## src/sv/rcfe_pkg.sv

```systemverilog
`timescale 1ns / 1ps
// shared types and constants of the random colour fade engine
// no dependencies; compiled before the interfaces and modules

package rcfe_pkg;

	localparam int ACC_W   = 32;
	localparam int CYCLE_W = 16;
	localparam int DATA_W  = 16;

	localparam logic [7:0]  MIN_PERIOD  = 8'd11;
	localparam logic [15:0] CYCLE_RESET = 16'd100;

	// mode register codes, mode 3 behaves as direct
	localparam logic [1:0] MODE_SHARED  = 2'd0;
	localparam logic [1:0] MODE_PER_LED = 2'd1;
	localparam logic [1:0] MODE_DIRECT  = 2'd2;

	// configuration register indexes
	localparam int CFG_IDX_W = 1;
	localparam logic [CFG_IDX_W-1:0] REG_MODE  = 1'b0;
	localparam logic [CFG_IDX_W-1:0] REG_CYCLE = 1'b1;

	typedef struct packed {
		logic [7:0]  led_index;
		logic        first_of_frame;
		logic [31:0] random_word;
		logic [7:0]  cur_red;
		logic [7:0]  cur_green;
		logic [7:0]  cur_blue;
	} item_t;

	typedef struct packed {
		logic [7:0] out_index;
		logic [7:0] red;
		logic [7:0] green;
		logic [7:0] blue;
		logic       retargeted;
	} result_t;

	// one memory row per led, channel 0 red, 1 green, 2 blue
	typedef struct packed {
		logic [2:0][ACC_W-1:0] acc;
		logic [2:0][ACC_W-1:0] step;
		logic [7:0]            count;
		logic [7:0]            period;
	} led_row_t;

	typedef struct packed {
		logic               start;
		logic [7:0]         diff;
		logic               neg;
		logic [CYCLE_W-1:0] divisor;
	} div_req_t;

	typedef struct packed {
		logic             done;
		logic [ACC_W-1:0] step;
	} div_rsp_t;

endpackage

```

## src/sv/rcfe_serial_div.sv

```systemverilog
`timescale 1ns / 1ps
// bit-serial restoring divider for the fade step, one quotient bit per cycle
// depends on rcfe_pkg

module rcfe_serial_div #(
	parameter int FRAC_BITS = 16
) (
	input  logic               clk,
	input  logic               arst_n,
	input  rcfe_pkg::div_req_t req,
	output rcfe_pkg::div_rsp_t rsp
);
	import rcfe_pkg::*;

	localparam int QW = 8 + FRAC_BITS;
	localparam int CW = $clog2(QW);

	logic               busy_q;
	logic               done_q;
	logic [CW-1:0]      cnt_q;
	logic [QW-1:0]      dvd_q;
	logic [QW-1:0]      quo_q;
	logic [CYCLE_W-1:0] rem_q;
	logic [CYCLE_W-1:0] divisor_q;
	logic               neg_q;
	logic [ACC_W-1:0]   step_q;

	logic [CYCLE_W:0]   trial;
	logic               qbit;
	logic [CYCLE_W:0]   rem_next;
	logic [QW-1:0]      quo_final;
	logic [ACC_W-1:0]   mag;

	// one restoring step: bring down the next dividend bit and try the divisor
	always_comb begin
		trial     = {rem_q, dvd_q[QW-1]};
		qbit      = (trial >= {1'b0, divisor_q});
		rem_next  = qbit ? (trial - {1'b0, divisor_q}) : trial;
		quo_final = {quo_q[QW-2:0], qbit};
		mag       = ACC_W'(quo_final);
	end

	always_ff @(posedge clk or negedge arst_n) begin
		if (!arst_n) begin
			busy_q    <= 1'b0;
			done_q    <= 1'b0;
			cnt_q     <= '0;
			dvd_q     <= '0;
			quo_q     <= '0;
			rem_q     <= '0;
			divisor_q <= '0;
			neg_q     <= 1'b0;
			step_q    <= '0;
		end else begin
			done_q <= 1'b0;
			if (req.start) begin
				busy_q    <= 1'b1;
				cnt_q     <= '0;
				dvd_q     <= {req.diff, {FRAC_BITS{1'b0}}};
				quo_q     <= '0;
				rem_q     <= '0;
				divisor_q <= req.divisor;
				neg_q     <= req.neg;
			end else if (busy_q) begin
				dvd_q <= {dvd_q[QW-2:0], 1'b0};
				quo_q <= quo_final;
				rem_q <= rem_next[CYCLE_W-1:0];
				cnt_q <= cnt_q + CW'(1);
				if (cnt_q == CW'(QW - 1)) begin
					busy_q <= 1'b0;
					done_q <= 1'b1;
					// zero divisor holds the colour
					if (divisor_q == '0) begin
						step_q <= '0;
					end else if (neg_q) begin
						step_q <= '0 - mag;
					end else begin
						step_q <= mag;
					end
				end
			end
		end
	end

	assign rsp.done = done_q;
	assign rsp.step = step_q;

endmodule

```

## config.mk

```make
export PLATFORM = sky130hd
export DESIGN_NAME = rcfe_serial_div
export DESIGN_NICKNAME = d
export VERILOG_FILES = /design/src/sv/rcfe_pkg.sv /design/src/sv/rcfe_serial_div.sv
export SDC_FILE = /design/constraint.sdc
export NUM_CORES = 1
export LEC_CHECK = 0
export BUFFER_PORTS_ARGS = -buffer_cell sky130_fd_sc_hd__buf_2
export CAP_MARGIN = 0
export CORE_MARGIN = 2
export CORE_UTILIZATION = 52
export CTS_BUF_LIST = sky130_fd_sc_hd__clkbuf_8
export CTS_CLUSTER_DIAMETER = 120
export DETAILED_ROUTE_END_ITERATION = 7
export PLACE_DENSITY_LB_ADDON = 0.25
export REMOVE_ABC_BUFFERS = 1
export SETUP_SLACK_MARGIN = 0.5
export SKIP_LAST_GASP = 1
export SLEW_MARGIN = 40
export SYNTH_ARGS = -nofsm -noshare
export SYNTH_HDL_FRONTEND = slang
export SYNTH_SLANG_ARGS = --single-unit
```

## constraint.sdc

```tcl
create_clock -name clk -period 4.8 [get_ports clk]
set_clock_uncertainty 0.2 [all_clocks]
set_input_delay 0.24 -clock clk [delete_from_list [all_inputs] [get_ports clk]]
set_output_delay 0.24 -clock clk [all_outputs]
set_load 0.05 [all_outputs]
```

After elaboration in Yosys (flattened, before gate mapping)
Index checks and enable logic that the tools add are counted.

storage, ports and cells
  output and inout bits = 33
  input bits = 28
  word-level logic and storage cells = 35
  bits in registers = 119

cells by class
  reductions and logical operators = 3
  bitwise gates (word level) = 1
  add/subtract/negate cells = 3
  equality and inequality tests = 1
  multiplexer cells = 17
  order comparisons = 1

operators by type and width
  cell                                                count
  2-to-1 mux 32 bit                                   2
  2-to-1 mux 16 bit                                   3
  2-to-1 mux 24 bit                                   2
  2-to-1 mux 23 bit                                   2
  subtractor 1 x 24 -> 25 bit (first input constant)  1
  >= comparator 17 x 16 -> 1 bit                      1
  zero test 16 bit                                    1
  subtractor 16 bit                                   1
  2-to-1 mux 5 bit                                    2
  2-to-1 mux 1 bit                                    6
  adder 5 x 1 -> 5 bit (second input constant)        1
  equality test 5 bit (second input constant)         1
  AND reduction 3 bit                                 1
  nonzero test 2 bit                                  1
  NOT 1 bit                                           1

Longest topological paths before layout
Gate-level depths: netlist of the first run.

  depth in word-level cells = 4
  gate-level depth with buffers = 16
  mapped depth without buffers = 14

Worst setup path before layout of the first run
Ideal clock, no wire load.

  path kind = reg2reg
  start point = register rem_q[2]
  end point = register step_q[20]
  data required time = 4.470 ns
  arrival time = 3.201 ns
  stages on the path, launching flop included = 16
  path slack = 1.268 ns
  library setup time = 0.130 ns
  path through = dfrtp_1 -> ha_1 -> a21o_1 -> a21oi_2 -> nand3_1 -> o21ai_2 -> nand2_1 -> inv_1 -> buf_2 -> buf_4 -> ha_1 -> nand2b_1 -> or3_4 -> o31ai_1 -> xor2_1 -> o21ai_1

between the ends
  word-level cells in the longest chain between the ends = 4

RTL lines
  what                            RTL line               RTL
  start: declaration              rcfe_serial_div.sv:23  logic [CYCLE_W-1:0] rem_q;
  start signal: assignment        rcfe_serial_div.sv:67  rem_q <= rem_next[CYCLE_W-1:0];
  >= comparator 17 x 16 -> 1 bit  rcfe_serial_div.sv:37  qbit = (trial >= {1'b0, divisor_q});
  subtractor 1 x 24 -> 25 bit     rcfe_serial_div.sv:76  step_q <= '0 - mag;
  2-to-1 mux 32 bit               rcfe_serial_div.sv:75  end else if (neg_q) begin
  2-to-1 mux 32 bit               rcfe_serial_div.sv:73  if (divisor_q == '0) begin
  end signal: assignment          rcfe_serial_div.sv:76
  end signal: assignment          rcfe_serial_div.sv:78  step_q <= mag;
  end: declaration                rcfe_serial_div.sv:26  logic [ACC_W-1:0] step_q;

Every way passes these cells.
A chain may end at the register's enable or synchronous reset.

Worst setup path in the final report of the first run
Same ends and word-level chain as after synthesis.

==> run metrics, run 1 <==
CORE AREA around 10000 sq um; Post-Synth XOR/XNOR Area 0.04896; DP Cell Count 746; cell area after synthesis 5366 sq um; final net count 694; top cell type's share of synthesized area 0.4477; number of synthesized flops with an enable pin 0; Worst Setup SP rem_q[2]$_DFFE_PN0P_; die height 105.6 um; Finished Layout Cells 788; critical path class flip-flop to flip-flop; Die W 105.6 um; Worst VDD drop 0.2702 mV; status completed; Post-synth top cells dfrtp_1 (96), nand2_1 (84), nor2_1 (60); Layout Cell Area excl Fill just over 6000 sq um; FF-to-FF path depth 13; placed cell areas approximately 5700 sq um; Synth async-reset ratio 1.000; CTS Buffer Depth 2; largest net degree at the start of global routing 96; initial antenna violation count 0; Finish-stage setup viols 0; worst relative slew slack 0.5144; Synth Warn # 0; Ports 61; Crit. End Element flip-flop; number of detailed-route iterations in the first pass 7; RSZ-0062 raised after global routing false; Yosys reg bits 96; slew of the pin with the lowest slew margin 0.7268 ns; first-pass GRT wire length 19.46 mm; Vias per Instance 5.576; gr usage total 0.2153; worst hold path type input port to asynchronous set/reset pin; Final Hold Fails 0; Synth Flop Type dfrtp_1; adder-cell share of the synthesized area 0.04570; Post-Synth Simple-Gate Area 0.1830; GPL Wtd Cong ~0.87; row cnt 37; via count 4394; DR iter-0 viols 230; Inserted Diodes 0; minimum clock period 3.887 ns; mean area per synthesized cell slightly above 9 sq um; Critical Path Sink step_q[20]$_DFFE_PN0P_; top-count cell post-synth dfrtp_1; largest area contributor in the netlist dfrtp_1; Total Wirelength 11.41 mm; required time worst endpoint 4.85 ns; # clock sinks 96; Syn-to-layout area delta 14.99%; DRC 0; Post-DP HPWL 7.498 mm; layout cells sized above 1 0.1411; FMAX between 0.2 and 0.3 GHz; post-synth cell types 54; die area 11150 sq um; FF-to-FF End step_q[20]$_DFFE_PN0P_; clk_lat worst skew between 0.3 and 0.4 ns; PortBufs 60; worst reg2reg path startpoint rem_q[2]$_DFFE_PN0P_; CTS tree yes; Congestion Overflow GR 0; Hold Slack 0.2235 ns; final core occ 0.6059; sequential area share after synthesis 0.4477; Critical Path Fanout Max 16; H-tree depth 3; fin. max-slew vios 0; vias in the first global route approximately 4200; Pleak 3.142 nW; routed len/inst 14.47 um; clock slew at reported path FFs 0.09 ns; Compound-Gate Fraction of Synth Area 0.1625; r2r setup slk 0.91 ns; Startpoint Class flip-flop; largest family of logic cells by synthesized area simple AND/OR/NAND/NOR gates; crit path DAT roughly 3.9 ns; setup TNS 0 ns; Mapped Cells 586; CTS Buf Count 9; Final period util 0.8097; Max-cap violations 0; root buf cell clkbuf_8; initial core utilization 0.5269; PwrDens 442.5 nW/um^2; Final ANT Viol Nets 0; top cells by area, synth dfrtp_1 (45%), nand2_1 (5.9%), mux2i_1 (5.8%), o21ai_0 (4.6%), ha_1 (4.2%); mux cell area share after synthesis 0.05992
cell families (layout without fill, tap and decap cells):
kind of cell    Yosys count  count (layout)
flops                    96              96
mux                      32              32
fa+ha+maj                19              19
compound gates          132             132
xor+xnor                 30              30
simple gates            212             212
buf+inv                  65             131
state kept, by name, indices dropped and copies added (netlist names):
register and count:
busy_q 1, cnt_q 5, divisor_q 16, done_q 1, dvd_q 8, neg_q 1, quo_q 23, rem_q 16
step_q 25
worst min-delay path by stage:
stage	slack (ns)	cells past startpoint	end	from
final	0.22	2	step_q[4]$_DFFE_PN0P_	arst_n
after global routing	0.27	2	step_q[7]$_DFFE_PN0P_	arst_n
after CTS	0.25	2	step_q[4]$_DFFE_PN0P_	arst_n
after detailed placement	0.08	1	step_q[4]$_DFFE_PN0P_	arst_n
after global placement	0.20	1	step_q[4]$_DFFE_PN0P_	arst_n
after floorplan	-0.26	0	busy_q$_DFF_PN0_	arst_n
repair_timing:
action | CTS | global route
endpoints found under the hold margin | 92 | 0
setup buffers | 0 | 0
resized for setup | 0 | 1
hold buffers | 26 | 0
setup endpoints to repair | 0 | 2
placed cells by master (no fill, tap or decap), types with 3 or more instances in the layout:
| cell | netlist | final |
|---|---|---|
| a21oi_1 | 15 | 15 |
| o31ai_1 | 4 | 4 |
| buf_4 | 9 | 3 |
| xnor2_1 | 15 | 15 |
| nor3_1 | 6 | 6 |
| inv_1 | 24 | 25 |
| dlygate4sd3_1 | 0 | 26 |
| nand2b_1 | 13 | 13 |
| nor2b_1 | 4 | 4 |
| a41oi_1 | 4 | 4 |
| and3_1 | 5 | 5 |
| a311oi_1 | 15 | 15 |
| nor4_1 | 4 | 4 |
| ha_1 | 18 | 18 |
| or3_1 | 6 | 6 |
| buf_6 | 0 | 3 |
| o21ai_0 | 49 | 49 |
| nand3_1 | 8 | 8 |
| dfrtp_1 | 96 | 95 |
| nand4_1 | 10 | 10 |
| o21a_1 | 6 | 6 |
| a211oi_1 | 4 | 4 |
| a31oi_1 | 5 | 5 |
| nor2_1 | 60 | 60 |
| clkbuf_8 | 0 | 11 |
| a21o_1 | 6 | 6 |
| buf_2 | 2 | 59 |
| nand2_1 | 84 | 82 |
| o311ai_0 | 5 | 5 |
| o21ai_1 | 4 | 4 |
| xor2_1 | 15 | 15 |
| mux2i_1 | 31 | 31 |
critical path, stage by stage (launching register included):
cell	delay (ns)
dfrtp_1	0.42
ha_1	0.39
a21o_1	0.22
a21oi_2	0.22
nand3_1	0.15
o21ai_2	0.37
nand2_2	0.30
inv_1	0.15
ha_1	0.17
nand2b_1	0.14
or3_4	0.44
o31ai_1	0.32
xor2_1	0.19
o21ai_1	0.07
layer usage:
metal / share of wire / global-route usage / vias up / wire length (um)
met5: 0 / 0 / - / 0
met4: 0.016 / 0.08083 / 0 / 187
met3: 0.046 / 0.03587 / 14 / 523
met2: 0.47 / 0.3585 / 121 / 5393
met1: 0.46 / 0.2828 / 2082 / 5301
li1: - / - / 2177 / -
power breakdown:
part	total (mW)	leakage [nW]	internal, mW	switching [mW]
Clock	0.554	0.107	0.269	0.286
Combinational	1.21	1.75	0.489	0.717
Sequential	0.970	1.28	0.895	0.0748
metrics by stage:
stage	setup WS, ns	power [mW]
2_1_floorplan	0.9788	1.862
3_3_place_gp	0.9964	2.129
3_5_place_dp	0.7895	2.151
4_1_cts	0.7249	2.733
5_1_grt	0.6406	2.947
6_report	0.9134	2.730
final cells by class:
type	instances	area [sq um]
Multi-Input combinational cell	425	2689
Fill cell	911	4014
Sequential cell	96	2404
Timing Repair Buffer	91	611.8
Tap cell	136	170.2
Inverter	24	90.09
Clock buffer	11	151.4
Clock inverter	5	55.05
Power figures use the tool's default switching activity.
==> inputs of run 2 (changes only) <==
Clock period 4.8 ns to 3.5 ns, I/O delays scaled along.
==> run 2 against run 1 <==
Setup slack got worse by 0.40 ns; cell count rose by 4.2%; global-route usage rose by 1.8 points; power rose by 65%; design area rose by 9.0%; critical path depth rose by 1; die area did not move; via count rose by 4.6%; largest power group unchanged; combinational power rose by 92%; non-clock buffer count rose by 33; largest cell class unchanged; register-to-register slack got worse by 0.40 ns.
==> run metrics, run 2 (synthesis results as in run 1) <==
Critical Path Fanout Max 5; Finished Layout Cells slightly above 800; Crit. End Element flip-flop; Final Hold Fails 0; RSZ-0062 raised after global routing true; status completed; Most common cell on crit path ha_4; row cnt 37; r2r setup slk 0.52 ns; critical path class flip-flop to flip-flop; Startpoint Class flip-flop; layout cells sized above 1 0.2380; final core occ 0.6604; Hold Slack roughly 0.072 ns; root buf cell clkbuf_8; Total Power between 4 and 5 mW; Worst path max stage delay 0.44 ns; # clock sinks 96; Cell Chain, Critical Path ha_4 -> o21a_1 -> o21ai_2 -> nor3_2 -> o21ai_4 -> nand2_2 -> inv_2 -> ha_4 -> nand2b_4 -> or3_4 -> buf_6 -> o31ai_4 -> xor2_1 -> o21ai_1; Total Wirelength roughly 12 mm; Worst Hold End done_q$_DFF_PN0_; CORE AREA 10180 sq um; final net count 727; die area 11150 sq um; initial core utilization 0.5269; via count about 4600; number of detailed-route iterations in the first pass 5; DRC 0; most flop-heavy register step_q; WHS Path Cells 3; worst reg2reg path startpoint rem_q[4]$_DFFE_PN0P_; required time worst endpoint approximately 3.5 ns; largest net degree at the start of global routing 96; crit path DAT 3.03 ns; GPL Wtd Cong 0.8474; Layout Cell Area excl Fill about 6700 sq um; placed cell areas 5733 sq um; vias in the first global route 4546; max reg flops 25; PortBufs 60; DR iter-0 viols approximately 250; Buf/Inv on CP 2; Vias per Instance 5.598; FF-to-FF End step_q[22]$_DFFE_PN0P_; CP top delay family compound AO/OA/AOI/OAI gates; DP Cell Count 752; die height 105.6 um; CTS Buffer Depth 2; Syn-to-layout area delta 25.34%; FF-to-FF path depth 14; most common cell after layout, fill and taps aside dfrtp_1; Worst VDD drop 0.3618 mV; worst hold path type input port to flip-flop; routed len/inst around 15 um; biggest regs step_q: 25 flops, quo_q: 23 flops; most frequent cells in the layout dfrtp_1 (95), nand2_1 (82), nor2_1 (60), buf_2 (59), o21ai_0 (46); Die W 105.6 um; Post-DP HPWL 7.739 mm; slew of the pin with the lowest slew margin 0.9047 ns; clk_lat worst skew around 0.37 ns; Multi-input gate area 2979 sq um; Finish-stage setup viols 0; gr usage total 0.2331; Inserted Diodes 0; slowest CP cell dfrtp_1; CTS tree yes; hold_sp req[25]; FMAX 0.3352 GHz; clock slew at reported path FFs approximately 0.090 ns; minimum clock period 2.983 ns; Final ANT Viol Nets 0; initial antenna violation count 0; Congestion Overflow GR 0; first-pass GRT wire length between 20 and 25 mm; flip-flop and latch area 2404 sq um; H-tree depth 3; Max-cap violations 0; worst relative slew slack 0.3968; fin. max-slew vios 0; Pleak 3.327 nW; CTS Buf Count 9; fillers 810; PwrDens approximately 670 nW/um^2; Final period util 0.8523; Ports 61
-- run 2: cell count changes in the layout (fill, tap and decap cells not counted), sizes merged --
cell and delta:
buf +33, bufinv +1, clkbuf -1, clkinv +1, clkinvlp -1
-- run 2: worst max-delay path by stage --
stage | startpoint | end | slack [ns] | depth (start not counted)
2_1_floorplan | busy_q$_DFF_PN0_ | step_q[23]$_DFFE_PN0P_ | -0.32 | 5
3_3_place_gp | rem_q[2]$_DFFE_PN0P_ | step_q[20]$_DFFE_PN0P_ | 0.20 | 13
3_5_place_dp | rem_q[2]$_DFFE_PN0P_ | step_q[20]$_DFFE_PN0P_ | 0.06 | 13
4_1_cts | divisor_q[3]$_DFFE_PN0P_ | step_q[18]$_DFFE_PN0P_ | 0.46 | 14
5_1_grt | divisor_q[5]$_DFFE_PN0P_ | step_q[22]$_DFFE_PN0P_ | 0.34 | 15
6_report | rem_q[4]$_DFFE_PN0P_ | step_q[22]$_DFFE_PN0P_ | 0.52 | 14
-- run 2: layout make-up --
class	instances	share of cell area
Tap cell	136	0.02530
Multi-Input combinational cell	425	0.4429
Inverter	24	0.01339
Clock inverter	6	0.01228
Timing Repair Buffer	124	0.1283
Clock buffer	10	0.02046
Sequential cell	96	0.3573
-- run 2: worst register-to-register path, cell delays in order (launching register included) --
cell,delay (ns)
dfrtp_1,0.44
ha_4,0.28
o21a_1,0.20
o21ai_2,0.24
nor3_2,0.10
o21ai_4,0.08
nand2_2,0.08
inv_2,0.08
ha_4,0.14
nand2b_4,0.06
or3_4,0.42
buf_6,0.14
o31ai_4,0.17
xor2_1,0.16
o21ai_1,0.07
-- run 2: what timing repair did --
action | CTS | global route
hold buffers | 26 | 0
cloned | 0 | 0
pin swaps | 19 | 13
buffers inserted | 23 | 4
endpoints found under the setup margin | 9 | 11
hold endpoints to repair | 67 | 0
gates resized for setup | 41 | 13
-- run 2: per-stage QoR --
stage / setup WS (ns) / setup TNS [ns]
after detailed placement: 0.05865 / 0
final: 0.5169 / 0
after CTS: 0.4609 / 0
after floorplan: -0.3212 / -2.239
after global placement: 0.2043 / 0
after global routing: 0.3423 / 0
-- run 2: routing by layer --
metal / part of all wire / global-route usage / wire length [um] / up-vias
met3: 0.038 / 0.03711 / 470 / 20
met2: 0.50 / 0.4037 / 6137 / 115
met1: 0.45 / 0.2960 / 5528 / 2221
met5: 0 / 0 / 0 / -
li1: - / - / - / 2240
met4: 0.017 / 0.08271 / 215 / 0
-- run 2: where the power goes --
| part | total, mW | switching, mW | internal [mW] |
|---|---|---|---|
| combinational | 2.32 | 1.20 | 1.13 |
| clock | 0.814 | 0.394 | 0.420 |
| sequential | 1.36 | 0.133 | 1.23 |
| total | 4.50 | 1.72 | 2.77 |
